**src/design/fcl_pkg.sv**
```systemverilog
// Shared types and constants of the FAT32 cluster chain locator.
// No dependencies; the module files import this package, the interface files do not.
package fcl_pkg;

    localparam int FAT_ENTRIES  = 4096;
    localparam int IDX_W        = $clog2(FAT_ENTRIES);
    localparam int SECTOR_BYTES = 512;
    localparam int BYTE_W       = $clog2(SECTOR_BYTES);
    localparam int CNT_W        = IDX_W + 1;

    localparam logic [1:0] REQ_WRITE  = 2'd0;
    localparam logic [1:0] REQ_LOCATE = 2'd1;
    localparam logic [1:0] REQ_NEXT   = 2'd2;

    localparam logic [27:0] CHAIN_END_MIN = 28'hFFFFFF8;

    localparam logic [0:0] REG_FDS = 1'b0;
    localparam logic [0:0] REG_SPC = 1'b1;

    typedef enum logic [1:0] {
        ST_OK  = 2'd0,
        ST_END = 2'd1,
        ST_OUT = 2'd2
    } status_t;

    typedef enum logic [2:0] {
        OP_WRITE,
        OP_LOCATE,
        OP_NEXT,
        OP_ZERO,
        OP_BAD
    } op_t;

    typedef struct packed {
        op_t               op;
        logic [IDX_W-1:0]  idx;
        logic [31:0]       data;
        logic [BYTE_W-1:0] byte_pos;
        logic [31:0]       sector;
    } cmd_t;

    typedef enum logic [3:0] {
        S_IDLE,
        S_DIV,
        S_WRD,
        S_WDAT,
        S_LRD,
        S_LDAT,
        S_NRD,
        S_NDAT,
        S_EMIT
    } state_t;

endpackage

```
**src/design/fcl_front.sv**
```systemverilog
// Front end: classifies incoming requests and queues them for the back end.
// Depends on fcl_pkg.
module fcl_front
    import fcl_pkg::*;
(
    input  logic        clk,
    input  logic        rst_n,
    input  logic        in_valid,
    output logic        in_ready,
    input  logic [1:0]  req_type,
    input  logic [11:0] cluster_index,
    input  logic [31:0] entry_value,
    input  logic [31:0] byte_offset,
    input  logic [31:0] sector_in,
    input  logic [31:0] fds,
    input  logic        pop,
    output logic        cmd_valid,
    output cmd_t        cmd
);

    cmd_t       q_reg [2];
    logic       wp_reg, wp_next;
    logic       rp_reg, rp_next;
    logic [1:0] cnt_reg, cnt_next;
    cmd_t       cls;
    logic       push;

    // Classification: bad start clusters and sectors ahead of the data area
    // are flagged here, so the back end answers them without a table read.
    always_comb
    begin
        cls          = '0;
        cls.op       = OP_ZERO;
        cls.idx      = cluster_index;
        cls.byte_pos = byte_offset[BYTE_W-1:0];
        cls.sector   = sector_in;
        unique case (req_type)
            REQ_WRITE:
            begin
                cls.op   = OP_WRITE;
                cls.data = entry_value;
            end
            REQ_LOCATE:
            begin
                cls.op   = (cluster_index < IDX_W'(2)) ? OP_BAD : OP_LOCATE;
                cls.data = 32'(byte_offset >> BYTE_W);
            end
            REQ_NEXT:
            begin
                cls.op   = (sector_in < fds) ? OP_BAD : OP_NEXT;
                cls.data = sector_in - fds;
            end
            default:
            begin
                cls.op = OP_ZERO;
            end
        endcase
    end

    assign in_ready  = (cnt_reg != 2'd2);
    assign push      = in_valid && in_ready;
    assign cmd_valid = (cnt_reg != 2'd0);
    assign cmd       = q_reg[rp_reg];

    always_comb
    begin
        wp_next  = push ? ~wp_reg : wp_reg;
        rp_next  = pop ? ~rp_reg : rp_reg;
        cnt_next = cnt_reg + {1'b0, push} - {1'b0, pop};
    end

    always_ff @(posedge clk or negedge rst_n)
    begin
        if (!rst_n)
        begin
            wp_reg  <= 1'b0;
            rp_reg  <= 1'b0;
            cnt_reg <= 2'd0;
        end
        else
        begin
            wp_reg  <= wp_next;
            rp_reg  <= rp_next;
            cnt_reg <= cnt_next;
        end
    end

    always_ff @(posedge clk)
    begin
        if (push)
        begin
            q_reg[wp_reg] <= cls;
        end
    end

endmodule

```
**config.mk**
```make
export PLATFORM = sky130hd
export DESIGN_NAME = fcl_front
export DESIGN_NICKNAME = d
export VERILOG_FILES = /design/src/design/fcl_pkg.sv /design/src/design/fcl_front.sv
export SDC_FILE = /design/constraint.sdc
export NUM_CORES = 1
export LEC_CHECK = 0
export ABC_AREA = 1
export BUFFER_PORTS_ARGS = -buffer_cell sky130_fd_sc_hd__buf_2
export CORE_MARGIN = 3
export CORE_UTILIZATION = 40
export DETAILED_ROUTE_END_ITERATION = 7
export MAX_ROUTING_LAYER = met4
export PLACE_DENSITY = 0.73
export SLEW_MARGIN = 20
export SYNTH_ARGS = -nofsm -noshare
export SYNTH_HDL_FRONTEND = slang
export SYNTH_SLANG_ARGS = --single-unit
export TNS_END_PERCENT = 1
```
**constraint.sdc**
```tcl
create_clock -name clk -period 14.2 [get_ports clk]
set_input_delay 2.13 -clock clk [delete_from_list [all_inputs] [get_ports clk]]
set_output_delay 2.13 -clock clk [all_outputs]
set_load 0.1 [all_outputs]
```
---- Yosys cells after proc, flatten, opt, wreduce, memory -nomap -nowiden ----
Memories as Yosys holds them, arrays and structs flattened.
Index checks and enable logic that the tools add are counted.
operators by class
  add/sub/neg operators ................... 3
  order comparisons ....................... 2
  equality and inequality tests ........... 3
  multiplexer cells ....................... 6
  bitwise logic cells ..................... 2
  reduce and logical (&&, ||, !) cells .... 3
operators with widths
  kind                 count
  $pmux 32 s3          1
  $lt 32x32->1         1
  $sub 32x32->32       1
  $lt 12x2->1 const B  1
  $pmux 3 s3           1
  $mux 3               2
  $add 2x1->2          1
  $eq 2x1->1 const B   1
  $eq 2x2->1 const B   1
  $logic_not 2->1      1
  $mux 1               2
  $ne 2x2->1 const B   1
  $not 1->1            2
  $reduce_bool 2->1    1
  $sub 2x1->2          1
  $logic_and 1x1->1    1
word-level totals
  bits in registers ....................... 4
  bits in writable memories ............... 176
  input bits .............................. 146
  output and inout port bits .............. 90
  word-level logic and storage cells ...... 23
  memories ................................ 1
memories
  memory  depth  width  rd ports  clocked after memory_dff  wr ports  RTL line         text
  q_reg   2      88     1         0                         1         fcl_front.sv:21  cmd_t q_reg [2];

---- Longest topological paths before layout ----
  word-level depth ........................ 4
  depth in mapped cells ................... 14
  depth with buffers taken out ............ 14

---- Worst setup path before layout ----
Ideal clock, no wire load.
  path kind ............................... input -> register
  start point ............................. input port in_valid
  end point ............................... memory q_reg[1][0] (netlist bit), enable pin
  setup time .............................. 537 ps
  data arrival time ....................... 5,967 ps
  required time ........................... 13,663 ps
  path slack .............................. 7,696 ps
  cell stages on the path ................. 2
  path buffers ............................ 0
  cell sequence ........................... nand2_1 nor2_1
on the way
  cells in the longest elaborated chain, start to end .. 3
RTL lines
  item                          RTL line         text
  start: declaration            fcl_front.sv:8   input logic in_valid,
  $logic_and 1x1->1             fcl_front.sv:61  assign push = in_valid && in_ready;
  $mux 1                        fcl_front.sv:90  if (push)
  $mux 1 (not written as such)  fcl_front.sv:92  q_reg[wp_reg] <= cls;
  end: declaration              fcl_front.sv:21
No other way between the ends.

==> results list <==
- Number of hold-repair buffers added at the cts stage: 0
- Maximum root-to-sink buffer count: 2
* Number of hold-slack violations in the final timing report: 0
- Nets@finish: 1410
- Once placement finished, the instance area stood at 11300 um2.
- Max-slew headroom: 41.0%
- After detailed routing, the number of remaining DRC violations is 0.
- The root buffer cell chosen for the clock tree is sky130_fd_sc_hd__clkbuf_16.
- Synth area leaders: sky130_fd_sc_hd__edfxtp_1 54%, sky130_fd_sc_hd__nand2_1 11%, sky130_fd_sc_hd__mux2_2 10%
* Number of buffers inserted during clock tree synthesis: 17
- Hold slack: 535 ps
* Most numerous cell in the Yosys netlist: sky130_fd_sc_hd__nand2_1
* Reported max-cap violation count: 0
* Number of warnings issued by yosys: 0
* Top fanout value on the critical path: 47
- Die extent in x: 162 um
- In this run the vertical extent of the chip is 162 um.
- Post-route clock skew: 11.2 ps
- Count of antenna-violating nets left after detailed routing: 0
* Classification of the worst setup path: reg -> out
* H-tree lvl count: 4
- Share of post-route cells with drive strength above 1: 32.3%
- At the end of routability-driven placement, the weighted congestion stood at 0.890.
* Total Neg Setup Slack: 0 ps
- Transition time at the pin with the least slew margin: 886 ps
- IR drop worst, VDD: 0.000166 V
* Cell type with the highest aggregate area in the netlist: sky130_fd_sc_hd__edfxtp_1
- Critical Path Sink Type: primary output
* Unrepaired setup endpoints after global routing: false
- Across every metal layer, demand over resource in global routing totals 19.4%.
- Global routing finished with a remaining overflow of 0.
- TritonCTS built the clock tree.
- Clock latency on the worst-skew pair: 440 ps
- The analysis attributes to cell leakage a power of 5.55 nW.
- First-pass GRT wire length: 38.6 mm
- Among all flip-flop cells after synthesis, the most frequent one is sky130_fd_sc_hd__edfxtp_1.
- 236 I/O pins were placed.
- Clock-pin slew was measured on the worst setup and hold paths at 70 ps.
* Pins Over Slew Limit: 0
- Floorplan core area: 23800 um2
* Area share of the largest cell type after synthesis: 54.1%
- After detailed routing, the number of vias per cell comes to 4.80.
- Number of placement rows: 56
- Count of different cell masters after synthesis: 36
- Largest net degree at the start of global routing: 87
* CP Launch Type: flip-flop
* Initial Utilization: 41.1%
- Port buffering added 235 buffers.
* Pre-CTS worst setup slack: 10090 ps
* Gate count after technology mapping: 989
- The average instance in the mapped netlist occupies 9.87 um2.
* Required @ worst endpoint: 12070 ps
- The register with the most flip-flops in the layout has 176 of them.
- Share of flip-flops with an asynchronous set or reset: 2.22%
- Via count of the routed design: 7506
- The initial antenna violation count is 3.
- Type of the worst min-delay path: reg -> reg
- Wires add up to 24.8 mm.
- In the post-route analysis, the smallest setup slack over all paths is 9750 ps.
- Number of detailed-route iterations in the first pass: 5
- The floorplan step defined a die boundary enclosing 26300 um2.
* Maximum clock frequency: 0.225 GHz
- Register bit total from synthesis: 180
- Counting flops with a built-in enable in the synthesized netlist gives 176.
* Ranking of synthesized cells by instance count: 297 x sky130_fd_sc_hd__nand2_1, 176 x sky130_fd_sc_hd__edfxtp_1, 164 x sky130_fd_sc_hd__inv_1
- Final Cycle Share: 31.3%
- Setup violations remaining at the end of the flow were counted as 0.
- In this run the power density over the cells is 222 nW/um2.
- Gates resized during post-CTS repair numbered 0.
- After the first detailed-routing iteration, the DRC count stood at 467.
- Data arrival time at the worst-slack endpoint: 2320 ps
- Run status: complete, no violations
- Post-CTS repair timing setup buffer count: 0
- Synthesis-to-layout area growth: 21.9%
- Summing every instance area after synthesis gives 9760 um2.
* Portion of the post-synthesis area used by sequential elements: 55.2%
- Clk sink count: 180
* Number of global-route vias before repair: 7554
- The number of nets in the synthesized netlist is 1170.
* Placed wire-length estimate: 18.4 mm
- Final standard cell area without fillers: 11900 um2
- Post-layout minimum cycle time: 4450 ps
- Routed wire per std cell: 15.9 um
==> placed cells by master (no fill, tap or decap), drive strengths merged, types with 3 or more instances in the layout <==
cell / netlist / final
diode: 0 / 3
buf: 17 / 240
inv: 167 / 174
nand3b: 3 / 3
o211ai: 3 / 3
xnor2: 3 / 3
edfxtp: 176 / 176
nor2: 50 / 50
dfrtp: 4 / 4
and2: 4 / 4
clkbuf: 2 / 17
or2: 6 / 6
ha: 34 / 34
a21oi: 28 / 28
clkinv: 0 / 4
o21ai: 9 / 9
a22o: 3 / 3
nand3: 66 / 66
nor3: 4 / 4
nand2: 314 / 314
mux2: 88 / 88
clkinvlp: 0 / 3
==> per-layer routing <==
metal / vias to the layer above / part of all wire (%) / GRT usage [%]
met5: - / 0 / -
met4: 0 / 1.5 / 5.04
met3: 32 / 5.9 / 3.67
met2: 237 / 48 / 32.0
met1: 3491 / 44 / 24.8
li1: 3746 / - / -
==> kinds of logic after synthesis <==
family,after synthesis,synth area share [%]
adders and majority gates,35,4.56
muxes,88,10.1
AOI/OAI and AO/OA,45,2.59
buffers and inverters,186,7.46
xor gates and xnor gates,4,0.359
DFF,180,55.2
and+or+nand+nor,451,19.7
==> metrics by stage <==
stage               total power, mW  util (%)  std cells
global placement               2.19      47.5       1528
CTS                            2.67      50.1       1560
detailed placement             2.21      47.7       1529
global route                   2.75      50.1       1563
floorplan                      1.99         -        989
finish                         2.65      50.1       1563
==> power by group <==
group | switching (mW) | total (mW) | internal, mW
registers | 0.0519 | 0.785 | 0.733
clock network | 0.225 | 0.457 | 0.232
logic | 1.14 | 1.41 | 0.268
total | 1.41 | 2.65 | 1.23
==> cell type report <==
cell class	count	area, um2
clock inverter	14	140
sequential	180	5390
fill	2194	11800
antenna	3	7.51
clock buffer	17	425
timing repair buffer	240	1240
inverter	167	627
tap	319	399
multi-input combinational	623	3680
==> critical path, cell delays in order (launching register included) <==
cell and delay [ps]:
sky130_fd_sc_hd__dfrtp_4 830, sky130_fd_sc_hd__buf_16 320, sky130_fd_sc_hd__mux2_2 390, sky130_fd_sc_hd__buf_2 300
==> final timing paths <==
check	endpoint	from	slack, ps	cells past startpoint
worst max-delay path	cmd[13]	rp_reg$_DFFE_PN0P_	9750	3
worst min-delay path	cnt_reg[0]$_DFF_PN0_	cnt_reg[0]$_DFF_PN0_	530	1
worst max register to register	q_reg[1][14]$_DFFE_PP_	cnt_reg[1]$_DFF_PN0_	12230	4
worst min register to register	cnt_reg[0]$_DFF_PN0_	cnt_reg[0]$_DFF_PN0_	530	1
max in group asynchronous	rp_reg$_DFFE_PN0P_	rst_n	12570	1
min in group asynchronous	rp_reg$_DFFE_PN0P_	rst_n	1500	1
Note: power is estimated with default switching activity, not from simulation.
